<file path="src/design/bpdh_pkg.sv">
// ----------------------------------------------------------------------------
// bpdh_pkg
// Types and constants shared by the button press, double press and hold
// detector.
// ----------------------------------------------------------------------------
package bpdh_pkg;

  localparam int unsigned CfgIdxW  = 3;
  localparam int unsigned CfgDataW = 8;

  typedef enum logic [CfgIdxW-1:0] {
    CFG_IDLE_LEVEL    = 3'd0,
    CFG_DEBOUNCE      = 3'd1,
    CFG_FIRST_DELAY   = 3'd2,
    CFG_HOLD_START    = 3'd3,
    CFG_HOLD_REPEAT   = 3'd4,
    CFG_DOUBLE_WINDOW = 3'd5
  } cfg_idx_e;

  typedef enum logic [1:0] {
    EV_PRESS      = 2'd0,
    EV_DOUBLE     = 2'd1,
    EV_HOLD       = 2'd2,
    EV_HOLD_ACKED = 2'd3
  } event_kind_e;

  typedef enum logic [4:0] {
    PS_PRESS       = 5'b00001,
    PS_DOUBLE      = 5'b00010,
    PS_HOLD        = 5'b00100,
    PS_HOLD_ACKED  = 5'b01000,
    PS_NOT_PRESSED = 5'b10000
  } press_status_e;

  localparam logic [7:0] HoldQuartersMax = 8'hff;
  localparam logic [7:0] FirstHoldQuarters = 8'd3;

  typedef struct packed {
    logic pin_level;
    logic consumer_ack;
  } in_t;

  typedef struct packed {
    logic [1:0] event_kind;
    logic [5:0] hold_seconds;
    logic       is_down;
  } out_t;

  typedef struct packed {
    logic       idle_level;
    logic [6:0] debounce_ticks;
    logic [6:0] first_event_delay;
    logic [6:0] hold_start_delay;
    logic [6:0] hold_repeat_period;
    logic [7:0] double_window;
  } cfg_t;

  typedef struct packed {
    logic [7:0]    debounce_count;
    logic [7:0]    repeat_count;
    logic [7:0]    double_timer;
    logic [7:0]    hold_quarters;
    press_status_e press_status;
    logic          key_down;
    logic          double_armed;
  } st_t;

endpackage

</file>
<file path="src/design/button_press_double_hold_detector_core.sv">
// ----------------------------------------------------------------------------
// button_press_double_hold_detector_core
// Debounces a button pin one tick item at a time and gives press, double
// press and repeating hold events through a registered output stage.
// ----------------------------------------------------------------------------
// A result is registered and is output in the cycle after its item is accepted.
// Throughput: one item per cycle; the output register stalls input only while
// a held result is not taken.
// Reset: asynchronous, active low; clears all counters, sets the status to not
// pressed and loads the register defaults.
module button_press_double_hold_detector_core (
  input  logic                                clk_i,
  input  logic                                rst_ni,
  input  logic                                cfg_we_i,
  input  logic [bpdh_pkg::CfgIdxW-1:0]        cfg_idx_i,
  input  logic [bpdh_pkg::CfgDataW-1:0]       cfg_data_i,
  input  logic                                in_valid_i,
  output logic                                in_ready_o,
  input  bpdh_pkg::in_t                       in_data_i,
  output logic                                out_valid_o,
  input  logic                                out_ready_i,
  output bpdh_pkg::out_t                      out_data_o
);

  bpdh_pkg::cfg_t cfg_q;
  bpdh_pkg::st_t  st_q, st_d;
  bpdh_pkg::out_t res, out_q;
  logic           res_valid, out_valid_q, accept;

  assign in_ready_o  = !out_valid_q || out_ready_i;
  assign accept      = in_valid_i && in_ready_o;
  assign out_valid_o = out_valid_q;
  assign out_data_o  = out_q;

  bpdh_step u_step (
    .cfg_i       (cfg_q),
    .st_i        (st_q),
    .in_i        (in_data_i),
    .st_o        (st_d),
    .res_valid_o (res_valid),
    .res_o       (res)
  );

  always_ff @(posedge clk_i or negedge rst_ni) begin
    if (!rst_ni) begin
      cfg_q.idle_level         <= 1'b1;
      cfg_q.debounce_ticks     <= 7'd2;
      cfg_q.first_event_delay  <= 7'd5;
      cfg_q.hold_start_delay   <= 7'd100;
      cfg_q.hold_repeat_period <= 7'd25;
      cfg_q.double_window      <= 8'd30;
    end else if (cfg_we_i) begin
      case (cfg_idx_i)
        bpdh_pkg::CFG_IDLE_LEVEL:    cfg_q.idle_level         <= cfg_data_i[0];
        bpdh_pkg::CFG_DEBOUNCE:      cfg_q.debounce_ticks     <= cfg_data_i[6:0];
        bpdh_pkg::CFG_FIRST_DELAY:   cfg_q.first_event_delay  <= cfg_data_i[6:0];
        bpdh_pkg::CFG_HOLD_START:    cfg_q.hold_start_delay   <= cfg_data_i[6:0];
        bpdh_pkg::CFG_HOLD_REPEAT:   cfg_q.hold_repeat_period <= cfg_data_i[6:0];
        bpdh_pkg::CFG_DOUBLE_WINDOW: cfg_q.double_window      <= cfg_data_i;
        default: ;
      endcase
    end
  end

  always_ff @(posedge clk_i or negedge rst_ni) begin
    if (!rst_ni) begin
      st_q.debounce_count <= 8'd0;
      st_q.repeat_count   <= 8'd0;
      st_q.double_timer   <= 8'd0;
      st_q.hold_quarters  <= 8'd0;
      st_q.press_status   <= bpdh_pkg::PS_NOT_PRESSED;
      st_q.key_down       <= 1'b0;
      st_q.double_armed   <= 1'b0;
    end else if (accept) begin
      st_q <= st_d;
    end
  end

  always_ff @(posedge clk_i or negedge rst_ni) begin
    if (!rst_ni) begin
      out_valid_q <= 1'b0;
    end else if (accept && res_valid) begin
      out_valid_q <= 1'b1;
    end else if (out_ready_i) begin
      out_valid_q <= 1'b0;
    end
  end

  always_ff @(posedge clk_i) begin
    if (accept && res_valid) begin
      out_q <= res;
    end
  end

endmodule

</file>
<file path="src/design/bpdh_step.sv">
// ----------------------------------------------------------------------------
// bpdh_step
// Next-state and result logic for one tick item of the detector.
// ----------------------------------------------------------------------------
module bpdh_step (
  input  bpdh_pkg::cfg_t cfg_i,
  input  bpdh_pkg::st_t  st_i,
  input  bpdh_pkg::in_t  in_i,
  output bpdh_pkg::st_t  st_o,
  output logic           res_valid_o,
  output bpdh_pkg::out_t res_o
);

  function automatic logic [1:0] kind_of(input bpdh_pkg::press_status_e ps);
    logic [1:0] k;
    case (ps)
      bpdh_pkg::PS_DOUBLE:     k = bpdh_pkg::EV_DOUBLE;
      bpdh_pkg::PS_HOLD:       k = bpdh_pkg::EV_HOLD;
      bpdh_pkg::PS_HOLD_ACKED: k = bpdh_pkg::EV_HOLD_ACKED;
      default:                 k = bpdh_pkg::EV_PRESS;
    endcase
    return k;
  endfunction

  always_comb begin
    bpdh_pkg::st_t s;
    logic          pressed;
    s = st_i;
    res_valid_o = 1'b0;
    res_o = '0;

    if (s.debounce_count[6:0] != 7'd0) s.debounce_count = s.debounce_count - 8'd1;
    if (s.repeat_count[6:0] != 7'd0) s.repeat_count = s.repeat_count - 8'd1;

    if (s.double_timer != 8'd0) begin
      s.double_timer = s.double_timer - 8'd1;
    end else begin
      s.double_armed = 1'b0;
    end

    pressed = (in_i.pin_level != cfg_i.idle_level);
    if (pressed) begin
      if (s.debounce_count == 8'd0) begin
        s.debounce_count = {1'b1, cfg_i.debounce_ticks};
      end else if (s.debounce_count == 8'h80 && !s.key_down) begin
        s.key_down = 1'b1;
        if (!s.double_armed || s.double_timer == 8'd0) begin
          s.double_armed = 1'b1;
          s.press_status = bpdh_pkg::PS_PRESS;
          s.double_timer = cfg_i.double_window;
        end else begin
          s.press_status = bpdh_pkg::PS_DOUBLE;
          s.double_armed = 1'b0;
        end
        s.repeat_count = {1'b0, cfg_i.first_event_delay};
        s.hold_quarters = 8'd0;
      end
    end else if (s.key_down) begin
      s.debounce_count = 8'd0;
      s.repeat_count = 8'd0;
      s.key_down = 1'b0;
      s.press_status = bpdh_pkg::PS_NOT_PRESSED;
    end

    if (s.key_down && s.repeat_count[6:0] == 7'd0) begin
      res_valid_o = 1'b1;
      res_o.is_down = 1'b1;
      res_o.event_kind = kind_of(s.press_status);
      if (s.repeat_count == 8'd0) begin
        s.repeat_count = {1'b1, cfg_i.hold_start_delay};
        res_o.hold_seconds = 6'd0;
        s.press_status = bpdh_pkg::PS_HOLD;
        s.hold_quarters = bpdh_pkg::FirstHoldQuarters;
      end else begin
        s.repeat_count = {1'b1, cfg_i.hold_repeat_period};
        if (s.hold_quarters < bpdh_pkg::HoldQuartersMax) begin
          s.hold_quarters = s.hold_quarters + 8'd1;
        end
        res_o.hold_seconds = s.hold_quarters[7:2];
        if (in_i.consumer_ack) s.press_status = bpdh_pkg::PS_HOLD_ACKED;
      end
    end

    st_o = s;
  end

endmodule

</file>
<file path="config.mk">
export PLATFORM = sky130hd
export DESIGN_NAME = button_press_double_hold_detector_core
export DESIGN_NICKNAME = d
export VERILOG_FILES = /design/src/design/bpdh_pkg.sv /design/src/design/button_press_double_hold_detector_core.sv /design/src/design/bpdh_step.sv
export SDC_FILE = /design/constraint.sdc
export NUM_CORES = 1
export LEC_CHECK = 0
export BUFFER_PORTS_ARGS = -buffer_cell sky130_fd_sc_hd__buf_2
export CORE_ASPECT_RATIO = 0.9
export CORE_MARGIN = 3
export CORE_UTILIZATION = 60
export DETAILED_ROUTE_END_ITERATION = 16
export PLACE_DENSITY = 0.79
export SYNTH_ARGS = -nofsm -noshare
export SYNTH_HDL_FRONTEND = slang
export SYNTH_SLANG_ARGS = --single-unit
</file>
<file path="constraint.sdc">
create_clock -name clk_i -period 8.3 [get_ports clk_i]
set_input_delay 1.66 -clock clk_i [delete_from_list [all_inputs] [get_ports clk_i]]
set_output_delay 1.66 -clock clk_i [all_outputs]
set_load 0.01 [all_outputs]
</file>
==> summary.md, run 1 <==
At the worst endpoint, the required time is 8520 ps. The number of iterations in the first detailed-routing pass was 5; the number of enable-type register cells in the synthesized netlist was 9. The minimum clock period is 4000 ps.

The cell occurring most often along the worst timing path was sky130_fd_sc_hd__a21oi_1. The delay of the slowest cell on the worst path came out at 750 ps. Across the routed clock network, the largest skew measured is 9.98 ps.

By area the synthesized netlist is led by sky130_fd_sc_hd__dfrtp_1, sky130_fd_sc_hd__mux2_2, sky130_fd_sc_hd__dfstp_2, sky130_fd_sc_hd__edfxtp_1, sky130_fd_sc_hd__o21ai_0. Final count of pins violating max slew: 0. The path type of the worst setup path is input pin to flop. Timing would allow up to 250 MHz. The share of async-settable or async-resettable flops after synthesis works out to 89.5%. Traced cell by cell, the critical path runs through buf_2 -> xnor2_1 -> and2_1 -> a21oi_1 -> o31ai_2 -> buf_4 -> mux2_2 -> a221oi_1 -> a21oi_1. The clock drives 86 sinks. The floorplan has 30 rows.

IR analysis of the VDD net gives a maximum drop of 0.154 mV. A synthesized cell averages 10.4 µm². Yosys printed 0 warnings.

The slew at the pin closest to its max-slew limit was 1190 ps; the growth of design area from synthesis to finish was 8.06%. The tools report the total negative setup slack as 0 ps. Of all nets on the critical path, the largest fanout is 15. In this design, the largest share of critical-path delay is due to XOR/XNOR gates. The flow ran to the end, and the final reports show no timing, DRC or antenna violations. After detailed routing, the number of vias per cell comes to 6.48. Count of cells resized by post-cts repair: 0.

For the sum of net half-perimeters after detailed placement, the log shows 7760 µm. Measured along the y axis, the die boundary spans 90.4 µm. The run gives 586 as the count of fill cells added during filler insertion.

The synthesized netlist contains 81 unique library cells. The library cell used most frequently in the layout, excluding fill and tap cells, is sky130_fd_sc_hd__dfrtp_1. In this run, the number of DRC markers left after iteration 0 of detailed routing was 337. The most used flip-flop cell after synthesis is sky130_fd_sc_hd__dfrtp_1. Setup repair after global routing left no endpoint under its margin. Global routing used 25.7% of the available tracks. The run gives 11,000 µm as the aggregate routed wire length. After layout, the worst setup slack is 4300 ps. Clock-pin slew was measured on the worst setup and hold paths at 80 ps. Global routing finished with a remaining overflow of 0. The final setup violation count is 0.

The later pin in the worst-skew pair is clocked with a latency of 360 ps. Summing all multi-input logic gate instances after layout gives 2330 µm². The run gives 3,474 as the via count of the first global-routing pass. The sequential cells in the finished layout cover a total of 2220 µm². Data arrival time of the critical path: 4220 ps. Relative max-transition margin: 19.9%. Sequential cells were found to cover 46.6% of the synthesized design area.

The post-synthesis register bit count works out to 86. The logs give 9020 µm² for the total die area and 0 for the number of hold-repair buffers added at the cts stage. Synthesis produced a netlist whose cell count is 456. The repair_antennas step left the layout with diodes totalling 0. Across the run, the number of max-cap violations was 0. The logs give 29 for the I/O pin count and 0 for the initial antenna violation count. When the netlist entered floorplanning its net count stood at 478. STA classifies the critical path endpoint as a flop. TritonCTS built the clock tree.

The power per standard cell area is 285 nW/µm². Entering global routing, the biggest net connects 78 pins. The tree is rooted in a sky130_fd_sc_hd__clkbuf_8. In this run, CTS created clock tree buffers numbering 9. The last weighted congestion value of the routability-driven placer was 0.909; the largest buffer count on any clock path was 2. Before CTS, the worst setup slack after placement is 3950 ps. In this run the biggest area consumer among cell types represents 32.7% of the synthesized area. Of the cells placed in the final design, the portion with a size suffix greater than 1 is 27.4%.

Across all layers, the routed design uses 3,744 vias. First-pass GRT wire length: 18,200 µm. The run gives 7620 µm² as the area of the core.

The count of buffers inserted at the top-level ports is 28. The per-cell routed wire length was 19.1 µm. Dominant cell type by area after synthesis: sky130_fd_sc_hd__dfrtp_1.

The sum of buffers and inverters on the critical path was 2. The ratio of final minimum period to clock period was 48.2%. Master of the slowest instance on the critical path: sky130_fd_sc_hd__xnor2_1. The run gives 3 as the number of levels the H-tree was split into. The logs give 0 for the total setup buffers inserted after CTS and 0 for the total count of hold-check failures in the final report. For this configuration, the core starts out at a cell density of 62.3%. The worst hold path belongs to the class flop to flop. For this design the static power due to leakage is 2.04 nW. For the count of unresolved DRC violations after routing, the log shows 0. In the layout the commonest cells are sky130_fd_sc_hd__dfrtp_1, sky130_fd_sc_hd__mux2_2, sky130_fd_sc_hd__o21ai_0. The number of nets at the end of the flow came out at 499. STA classifies the critical path startpoint as an input pin. The detail route stage leaves a number of antenna-violating nets equal to 0. The cell area that synthesis handed to floorplanning was 4750 µm². The die span in x is 99.8 µm.
==> cell usage after synthesis, drive strengths merged (5+ instances only) <==
cell	instances
a21oi	29
a221oi	5
a31oi	7
buf	7
clkbuf	18
dfrtp	62
dfstp	15
edfxtp	9
inv	18
mux2	45
nand2	26
nand3	6
nor2	27
nor3	22
nor4	7
o21ai	36
o22ai	6
or3	7
or4	6
xnor2	5
==> per-layer routing <==
layer  GRT usage [%]  wire, µm  part of all wire [%]
met2            37.8      5140                    47
met5               0         0                     0
met3            5.02       635                   5.8
met4            7.74       178                   1.6
met1            38.3      5090                    46
==> sequential cells by signal, indices dropped and copies added (netlist names) <==
name / count
st_q: 39
cfg_q: 37
out_data_o: 9
out_valid_o: 1
==> through the flow <==
step / hold WS [ps] / total power (W) / area (µm²) / std cells / util [%]
global placement: 478 / 0.00114 / 4940 / 562 / 64.8
detailed placement: 482 / 0.00117 / 4940 / 562 / 64.8
finish: 499 / 0.00146 / 5130 / 578 / 67.4
global route: 526 / 0.00156 / 5130 / 578 / 67.4
CTS: 502 / 0.00146 / 5130 / 578 / 67.4
floorplan: 460 / 0.00105 / 4750 / 456 / -
==> final timing paths <==
check	start	end	slack, ps	cells past startpoint
max	in_data_i[1]	st_q[27]$_DFFE_PN0P_	4300	9
min in group asynchronous	rst_ni	st_q[12]$_DFFE_PN0P_	1420	1
min	st_q[16]$_DFFE_PN0P_	st_q[16]$_DFFE_PN0P_	500	1
max reg2reg	st_q[23]$_DFFE_PN0P_	out_data_o[8]$_SDFFCE_PP0P_	4650	11
min reg2reg	st_q[16]$_DFFE_PN0P_	st_q[16]$_DFFE_PN0P_	500	1
max in group asynchronous	rst_ni	st_q[27]$_DFFE_PN0P_	6170	1
==> cell type report <==
| class | count | share of cell area, % |
|---|---|---|
| Multi-Input combinational cell | 326 | 45.4 |
| Inverter | 19 | 1.49 |
| Sequential cell | 86 | 43.2 |
| Timing Repair Buffer | 35 | 3.80 |
| Clock inverter | 4 | 0.536 |
| Clock buffer | 12 | 3.24 |
| Tap cell | 96 | 2.34 |
==> cells by family after synthesis <==
| family | share of synthesized area (%) |
|---|---|
| buffers and inverters | 4.37 |
| XOR/XNOR | 1.66 |
| multiplexers | 11.5 |
| flip-flops | 46.6 |
| AND/OR/NAND/NOR | 16.3 |
| AO/OA/AOI/OAI | 18.5 |
| adder cells (fa/ha/maj) | 1.05 |
==> power breakdown <==
| group | total, W | internal, W | switching, W |
|---|---|---|---|
| clock network | 0.000288 | 0.000136 | 0.000152 |
| registers | 0.000671 | 0.000545 | 0.000126 |
| logic | 0.000503 | 0.000229 | 0.000274 |
(Power assumes the default switching activity.)
==> run 2: changes to the inputs <==
--- a/config.mk
+++ b/config.mk
@@ -5,6 +5,7 @@
 export SDC_FILE = /design/constraint.sdc
 export NUM_CORES = 1
 export LEC_CHECK = 0
+export ABC_AREA = 1
 export BUFFER_PORTS_ARGS = -buffer_cell sky130_fd_sc_hd__buf_2
 export CORE_ASPECT_RATIO = 0.9
 export CORE_MARGIN = 3
==> constraint.sdc (replaced) <==
create_clock -name clk_i -period 3.88 [get_ports clk_i]
set_input_delay 0.776 -clock clk_i [delete_from_list [all_inputs] [get_ports clk_i]]
set_output_delay 0.776 -clock clk_i [all_outputs]
set_load 0.01 [all_outputs]
==> run 2 against run 1 <==
Net effect:
- first-iteration DRC count increased by 15%
- combinational power increased by 130%
- total power increased by 110%
- sequential cell count unchanged
- count of clock-buffer cells in the layout decreased by 2
- register-to-register slack got worse by 4100 ps
- largest cell class unchanged
- clock power increased by 120%
- critical path depth increased by 9
- critical endpoint is now out_data_o[1]$_SDFFCE_PP0P_
- global-route usage increased by 0.90 points
- via count increased by 22%
- hold slack got worse by 8.5 ps
==> summary.md, run 2 <==
The run finished with clean final reports. sky130_fd_sc_hd__nand2_1 is the most common cell in the netlist. The aggregate routed wire length is 11,900 µm (+7.7%). The root cell of the clock tree is sky130_fd_sc_hd__clkbuf_8. Maximum ir drop on the vdd rail: 0.312 mV (+100%). The largest buffer count on any clock path is 2 (unchanged), and the count of vias placed by the detailed router is 4,556 (+22%). Leaving out fill and tap cells, the most frequent cells in the layout are sky130_fd_sc_hd__nand2_1, sky130_fd_sc_hd__o21ai_0, sky130_fd_sc_hd__inv_1, sky130_fd_sc_hd__dfrtp_1, sky130_fd_sc_hd__nor2_1. The tools report the data arrival time of the critical path as 3520 ps (-700 ps). The worst setup path is launched from a flop. For the first-pass GRT wire length, the log shows 20,100 µm (+10%). The relative max-transition margin is 31.1% (+11 points), and the total die area is 9440 µm² (+4.7%). The dominant cell type by area after synthesis is sky130_fd_sc_hd__dfrtp_1. The cell area after technology mapping was 4990 µm² (+5.0%). The number of enable-type register cells in the synthesized netlist came out at 9 (unchanged). The per-cell routed wire length was 14.7 µm (-23%); the share of async-settable or async-resettable flops after synthesis was 89.5% (unchanged).

The via density per instance works out to 5.62 (-13%). The net count of the mapped netlist is 706 (+48%). For the fraction of the core area covered by cells at the end of the flow, the log shows 69.0% (+1.7 points). The clock input transition at the sequential cells of the worst setup and hold paths came out at 100 ps (+20 ps). For the final setup violation count, the log shows 0 (unchanged). The delay of the slowest cell on the worst path was 410 ps (-340 ps). Minimum clock period: 3310 ps.

The area of the core is 7810 µm² (+2.5%), and the largest fanout of any net on the critical path is 28 (+13). Number of hold-repair buffers added at the cts stage: 0 (unchanged). Number of iterations in the first detailed-routing pass: 7 (+2).

The tools report the number of nets at the end of the flow as 731 (+46%). The commonest cells after synthesis are sky130_fd_sc_hd__nand2_1, sky130_fd_sc_hd__o21ai_0, sky130_fd_sc_hd__dfrtp_1, sky130_fd_sc_hd__inv_1, sky130_fd_sc_hd__nor2_1. The share of cells above drive strength 1 came out at 13.6% (-14 points). For the initial antenna violation count, the log shows 0 (unchanged). In the post-synthesis netlist, the biggest area contributors are sky130_fd_sc_hd__dfrtp_1, sky130_fd_sc_hd__nand2_1, sky130_fd_sc_hd__dfstp_2, sky130_fd_sc_hd__o21ai_0, sky130_fd_sc_hd__edfxtp_1. The tools report the type of element capturing the critical path as a flop. Area share of the largest cell type after synthesis: 31.1% (-1.5 points). Leaving out fill and tap cells, the most frequent cell in the layout is sky130_fd_sc_hd__nand2_1. The global-route usage over all layers was 26.6% (+0.90 points). The power per standard cell area came out at 573 nW/µm² (+100%).

The growth of design area from synthesis to finish is 8.08% (about the same). The post-synthesis register bit count works out to 86 (unchanged). The tools report the worst setup slack for register-to-register paths as 570 ps (-4080 ps). The count of cells along the worst register-to-register path was 18 (+7); the number of max-cap violations was 0 (unchanged).

The count of buffers inserted at the top-level ports was 28 (unchanged). For the number of standard-cell rows in the floorplan, the log shows 30 (unchanged). The slew at the pin closest to its max-slew limit is 1030 ps (-165 ps). The sum of overflow across all layers after global routing was 0 (unchanged); the final worst clock skew was 14.6 ps (+4.59 ps). The worst hold path begins at st_q[23]$_DFFE_PN0P_.

Mean instance size in the synthesized netlist: 7.29 µm² (-30%). The path type of the worst setup path was flop to flop. The number of flip-flops under the largest register name is 39 (unchanged), and the flip-flop and latch area is 2220 µm² (unchanged). For the number of cells after detailed placement, the log shows 794 (+41%). The tools report the overall power of the completed layout as 0.00309 W (+110%).

The height of the chip came out at 92.5 µm (+2.3%). Largest net degree at the start of global routing: 78 (unchanged). The run gives 4080 ps (-4440 ps) as the critical path data required time. TritonCTS built the clock tree.

The tools report the sum of net half-perimeters after detailed placement as 8530 µm (+9.9%). For the via count of the first global-routing pass, the log shows 4,186 (+20%). The number of antenna diodes was 0 (unchanged); the ratio of final minimum period to clock period was 85.4%.

The multi-input combinational cell area is 2420 µm² (+3.8%), and the count of fill cells added during filler insertion is 667 (+14%). The run gives 810 (+40%) as the count of placed standard cells in the final layout, fillers left out. The total count of hold-check failures in the final report came out at 0 (unchanged). Among all flip-flop cells after synthesis, the most frequent one is sky130_fd_sc_hd__dfrtp_1.

Leakage power summed over all cells: 2.63 nW (+29%). Traced cell by cell, the critical path runs through inv_2 -> ha_1 -> nand2_2 -> nor2_4 -> nand2_1 -> o21ai_1 -> nand2_1 -> nor2_4 -> nand4_4 -> nand2_2 -> nand2_1 -> nand2_1 -> nand2_1 -> nor2_2 -> nand3_4 -> nor2_2 -> nand2_1 -> a21oi_1. The run gives 86 (unchanged) as the number of sinks handled by clock tree synthesis. Fraction of the yosys area taken by sequential cells: 44.4% (-2.2 points). The endpoint with the worst hold slack is st_q[23]$_DFFE_PN0P_. The logs give 39 (-52%) for the number of library cell types mapped by synthesis and 684 (+50%) for the number of standard cells after synthesis.

The classification of the worst-slack hold path was flop to flop. Counting flops per register, the top entry is st_q. The number of levels the H-tree was split into was 3 (unchanged); the count of cells resized by post-cts repair was 0 (unchanged). For the final count of pins violating max slew, the log shows 0 (unchanged). The cell occurring most often along the worst timing path is sky130_fd_sc_hd__nand2_1. Timing would allow up to 302 MHz. The die span in x was 102 µm (+2.3%); the insertion delay of the later-clocked pin in the worst-skew pair was 370 ps (about the same). Number of buffers created by CTS: 9 (unchanged). For the DRC marker count from the first detailed-route iteration, the log shows 387 (+15%).

The logs give 0 (unchanged) for the count of unresolved DRC violations after routing and 0.939 (+3.3%) for the last weighted congestion value of the routability-driven placer. The I/O pin count is 29 (unchanged). The total setup buffers inserted after CTS came out at 0 (unchanged). The tools report the yosys synthesis warning count as 0 (unchanged). The run gives 491 ps (-8.53 ps) as the worst hold slack across all endpoints. For the initial cell density of the core, the log shows 63.9% (+1.5 points). In this run the critical register-to-register path is launched from st_q[31]$_DFFE_PN0P_. The tools report the total negative setup slack as 0 ps (unchanged). On the critical path, the stage with the largest delay is an instance of sky130_fd_sc_hd__dfrtp_1.

The cell count of the worst hold path works out to 2 (+1). In this run the critical register-to-register path is captured at out_data_o[1]$_SDFFCE_PP0P_. The run gives 0 (unchanged) as the number of nets with antenna violations after detailed routing. Setup repair after global routing left no endpoint under its margin.
[run 2: changes by cell type after synthesis, sizes merged, moves of 6 or more]
cell   previous run  this run
inv              18        69
mux2             45         1
nand2            26       244
nand3             6        42
nand4             2         9
nor2             27        69
nor3             22         6
nor4              7         0
o21ai            36        81
or3               7         0
or4               6         0
[run 2: final cells by class]
| cell class | instances | share of cell area, % |
|---|---|---|
| tap | 96 | 2.23 |
| timing repair buffer | 32 | 3.20 |
| sequential | 86 | 41.1 |
| clock buffer | 10 | 2.76 |
| multi-input combinational | 510 | 44.9 |
| inverter | 70 | 4.87 |
| clock inverter | 6 | 0.929 |
[run 2: worst max path at each step]
stage / from / endpoint / cells past startpoint
after floorplan: in_data_i[1] / out_data_o[0]$_DFFE_PP_ / 13
after global placement: st_q[31]$_DFFE_PN0P_ / out_data_o[6]$_SDFFCE_PP0P_ / 18
after detailed placement: st_q[31]$_DFFE_PN0P_ / out_data_o[1]$_SDFFCE_PP0P_ / 18
after CTS: st_q[31]$_DFFE_PN0P_ / out_data_o[1]$_SDFFCE_PP0P_ / 18
after global routing: st_q[31]$_DFFE_PN0P_ / out_data_o[1]$_SDFFCE_PP0P_ / 18
final: st_q[31]$_DFFE_PN0P_ / out_data_o[1]$_SDFFCE_PP0P_ / 18
[run 2: kinds of logic after synthesis]
kind of cell             share of synthesized area, %
AND/OR/NAND/NOR                                  32.6
AO/OA/AOI/OAI                                    12.7
buffers and inverters                            7.05
flip-flops                                       44.4
XOR/XNOR                                         1.93
adder cells (fa/ha/maj)                          1.00
multiplexers                                    0.226
[run 2: per-layer routing]
metal / vias to the layer above / wire length [µm] / track usage [%]
met3: 11 / 773 / 4.29
met4: 0 / 100 / 6.34
met2: 171 / 5400 / 40.9
met1: 2117 / 5620 / 39.3
met5: - / 0 / 0
li1: 2257 / - / -
[run 2: worst max-delay path: cells and delay by family, from the launching register on]
kind / cells / cell delay [ps]
buf+inv: 1 / 110
fa+ha+maj: 1 / 220
simple gates: 14 / 2020
flops: 1 / 410
compound gates: 2 / 380
[run 2: power breakdown]
part / leakage [nW] / total (W) / internal, W / switching [W]
Sequential: 1.02 / 0.00129 / 0.00112 / 0.000167
Clock: 0.101 / 0.000645 / 0.000282 / 0.000362
Combinational: 1.52 / 0.00116 / 0.000411 / 0.000746
[run 2: through the flow]
stage | setup WS, ps | instance area [µm²]
6_report | 568 | 5390
5_1_grt | 236 | 5390
4_1_cts | 599 | 5390
3_5_place_dp | 630 | 5190
3_3_place_gp | 763 | 5190
2_1_floorplan | 688 | 4990
==> run 3: changes to the inputs <==
==> constraint.sdc (replaced) <==
create_clock -name clk_i -period 3.1 [get_ports clk_i]
set_input_delay 0.62 -clock clk_i [delete_from_list [all_inputs] [get_ports clk_i]]
set_output_delay 0.62 -clock clk_i [all_outputs]
set_load 0.01 [all_outputs]
==> run 3 against run 2 <==
Net effect:
- sequential share of layout area decreased by 2.6 points
- fmax increased by 8.0%
- first-iteration DRC count increased by 5.9%
- register-to-register slack got worse by 530 ps
- sequential power increased by 25%
- clock skew decreased by 3.2 ps
- clock power increased by 34%
- wire length increased by 5.4%
- total power increased by 34%
- non-clock buffer count increased by 25
==> summary.md, run 3 (synthesized netlist as in run 2, its figures left out) <==
The tools report the worst flop-to-flop path startpoint as st_q[31]$_DFFE_PN0P_. The tools report the last weighted congestion value of the routability-driven placer as 0.922 (-1.9%). For the number of nets with antenna violations after detailed routing, the log shows 0 (unchanged). The tools report the start point of the critical path as st_q[31]$_DFFE_PN0P_.

The category of cells accounting for the largest share of critical-path delay was simple AND/OR/NAND/NOR gates. The first-pass GRT wire length is 19,700 µm (-1.9%). The logs give 4,738 (+4.0%) for the count of vias placed by the detailed router and 2.82 nW (+6.9%) for the leakage power summed over all cells. The run gives 8630 µm (+1.2%) as the sum of net half-perimeters after detailed placement.

The run gives 86 (unchanged) as the number of sinks handled by clock tree synthesis. The number of levels the H-tree was split into was 3 (unchanged); the sum of buffers and inverters on the critical path was 4 (+3). The largest buffer count on any clock path was 2 (unchanged); the maximum ir drop on the vdd rail was 0.435 mV (+40%). Largest net degree at the start of global routing: 78 (unchanged).

The sum of overflow across all layers after global routing was 0 (unchanged). The tools report the initial antenna violation count as 0 (unchanged). The die span in x came out at 102 µm (unchanged). The flow ran to the end, and the final reports show no timing, DRC or antenna violations. The tools report the number of antenna diodes as 0 (unchanged). The slew at the pin closest to its max-slew limit is 961 ps (-65.7 ps), and the aggregate routed wire length is 12,500 µm (+5.4%). The overall power of the completed layout came out at 0.00413 W (+34%). For the final setup violation count, the log shows 0 (unchanged).

In the layout the commonest cells are sky130_fd_sc_hd__nand2_1, sky130_fd_sc_hd__o21ai_0, sky130_fd_sc_hd__dfrtp_1. The final worst clock skew came out at 11.3 ps (-3.24 ps). The min-delay analysis places its worst path in the category input pin to asynchronous set/reset pin. The via density per instance came out at 5.67 (+0.76%). The run gives 800 (+0.76%) as the number of cells after detailed placement. The I/O pin count was 29 (unchanged). The height of the chip is 92.5 µm (unchanged), and the insertion delay of the later-clocked pin in the worst-skew pair is 360 ps (about the same).

The critical path data required time is 3170 ps (-910 ps). The slowest stage of the critical path is the sky130_fd_sc_hd__dfrtp_1 cell. The DRC marker count from the first detailed-route iteration was 410 (+5.9%). The total count of hold-check failures in the final report came out at 0 (unchanged). The library cell used most frequently in the layout, excluding fill and tap cells, is sky130_fd_sc_hd__nand2_1.

The count of placed standard cells in the final layout, fillers left out came out at 836 (+3.2%). The delay of the slowest cell on the worst path works out to 410 ps (about the same). The run gives 388 ps (-103 ps) as the worst hold slack across all endpoints. The worst setup path is launched from a flop. The logs give 0 (unchanged) for the number of max-cap violations and 2220 µm² (unchanged) for the flip-flop and latch area. Per-cell routed wire length: 15.0 µm (+2.1%). Register with the most flip-flops: st_q. TritonCTS built the clock tree. The cell occurring most often along the worst timing path was sky130_fd_sc_hd__nand2_2. The via count of the first global-routing pass came out at 4,247 (+1.5%). The run gives 30 ps (-530 ps) as the worst setup slack for register-to-register paths. Walking the worst path, the cells encountered are inv_2 -> ha_4 -> nand2_4 -> nor2_4 -> nand2_2 -> o21ai_4 -> nand2_2 -> nor2_4 -> nand4_4 -> buf_6 -> nand3_2 -> nand2_2 -> inv_2 -> nand2_4 -> nor2_8 -> nand3_4 -> nor2_1 -> buf_4. The run gives 3140 ps (-380 ps) as the data arrival time of the critical path.

The largest fanout of any net on the critical path was 9 (-68%); the total die area was 9440 µm² (unchanged). The power per standard cell area was 717 nW/µm² (+25%). Ratio of final minimum period to clock period: 98.9% (+14 points). Maximum clock frequency: 326 MHz (+8.0%). The number of buffers created by CTS is 9 (unchanged). The count of buffers inserted at the top-level ports works out to 28 (unchanged). The logs give 625 (-6.3%) for the count of fill cells added during filler insertion and 0 (unchanged) for the final count of pins violating max slew.

The root cell of the clock tree is sky130_fd_sc_hd__clkbuf_8. The multi-input combinational cell area is 2550 µm² (+5.5%), and the number of flip-flops under the largest register name is 39 (unchanged). The number of standard-cell rows in the floorplan is 30 (unchanged), and the count of unresolved DRC violations after routing is 0 (unchanged). The tools report the initial cell density of the core as 63.9% (unchanged).

The type of element capturing the critical path is a flop. The minimum clock period is 3070 ps (-245 ps). The clock input transition at the sequential cells of the worst setup and hold paths was 90 ps (about the same). The area of the core came out at 7810 µm² (unchanged). The worst setup path is of the flop to flop kind.

The number of nets at the end of the flow is 757 (+3.6%). The share of cells above drive strength 1 is 19.2% (+5.6 points). The global-route usage over all layers was 26.3% (-0.27 points); the relative max-transition margin was 35.9% (+4.8 points).

The growth of design area from synthesis to finish works out to 15.3%. Setup repair after global routing could not meet its margin everywhere. The logs give 6 (-1) for the number of iterations in the first detailed-routing pass and 0 (unchanged) for the number of hold-repair buffers added at the cts stage.
-- run 3: cell types whose count changed in the layout (fill, tap and decap cells not counted), sizes merged --
cell / previous run / this run
buf: 32 / 57
clkinv: 2 / 1
bufinv: 0 / 1
nand3: 42 / 43
-- run 3: final timing paths --
| path | to | cells past startpoint |
|---|---|---|
| min in group clk_i | cfg_q[5]$_DFFE_PN0P_ | 2 |
| max in group asynchronous | st_q[28]$_DFFE_PN0P_ | 1 |
| worst min register to register | cfg_q[5]$_DFFE_PN0P_ | 2 |
| worst max-delay path | out_data_o[5]$_SDFFCE_PP0P_ | 18 |
| worst max register to register | out_data_o[5]$_SDFFCE_PP0P_ | 18 |
| worst min-delay path | st_q[32]$_DFFE_PN0P_ | 1 |
-- run 3: per-layer routing --
layer | track usage (%) | up-vias | wire (µm)
li1 | - | 2305 | -
met1 | 38.9 | 2212 | 5780
met2 | 40.0 | 198 | 5720
met3 | 3.99 | 23 | 854
met4 | 7.54 | 0 | 181
met5 | 0 | - | 0
-- run 3: worst register-to-register path: cells and delay by family (launching register included) --
kind	cells	cell delay, ps
fa+ha+maj	1	150
simple gates	12	1500
flops	1	410
buf+inv	4	530
compound gates	1	190
-- run 3: final cells by class --
class	count	share of cell area, %
multi-input combinational	511	44.4
sequential	86	38.5
timing repair buffer	57	6.53
inverter	70	4.57
clock buffer	10	2.59
tap	96	2.09
clock inverter	6	1.26
-- run 3: where the power goes --
| part | total, W | leakage, nW | switching [W] | internal (W) |
|---|---|---|---|---|
| clock network | 0.000866 | 0.109 | 0.000433 | 0.000433 |
| registers | 0.00161 | 1.02 | 0.000209 | 0.00140 |
| logic | 0.00165 | 1.69 | 0.00104 | 0.000614 |
-- run 3: what timing repair did --
| item | 4_1_cts | 5_1_grt |
|---|---|---|
| gates resized for setup | 0 | 33 |
| setup endpoints to repair | 0 | 36 |
| buffers inserted | 0 | 19 |
-- run 3: per-stage QoR --
stage	util [%]	setup TNS (ps)	area, µm²	setup WS, ps
global route	73.6	-2330	5750	-109
global placement	67.1	0	5240	154
CTS	69.9	0	5460	34.1
floorplan	-	0	4990	19.8
detailed placement	67.1	0	5240	69.6
finish	73.6	0	5750	33.7
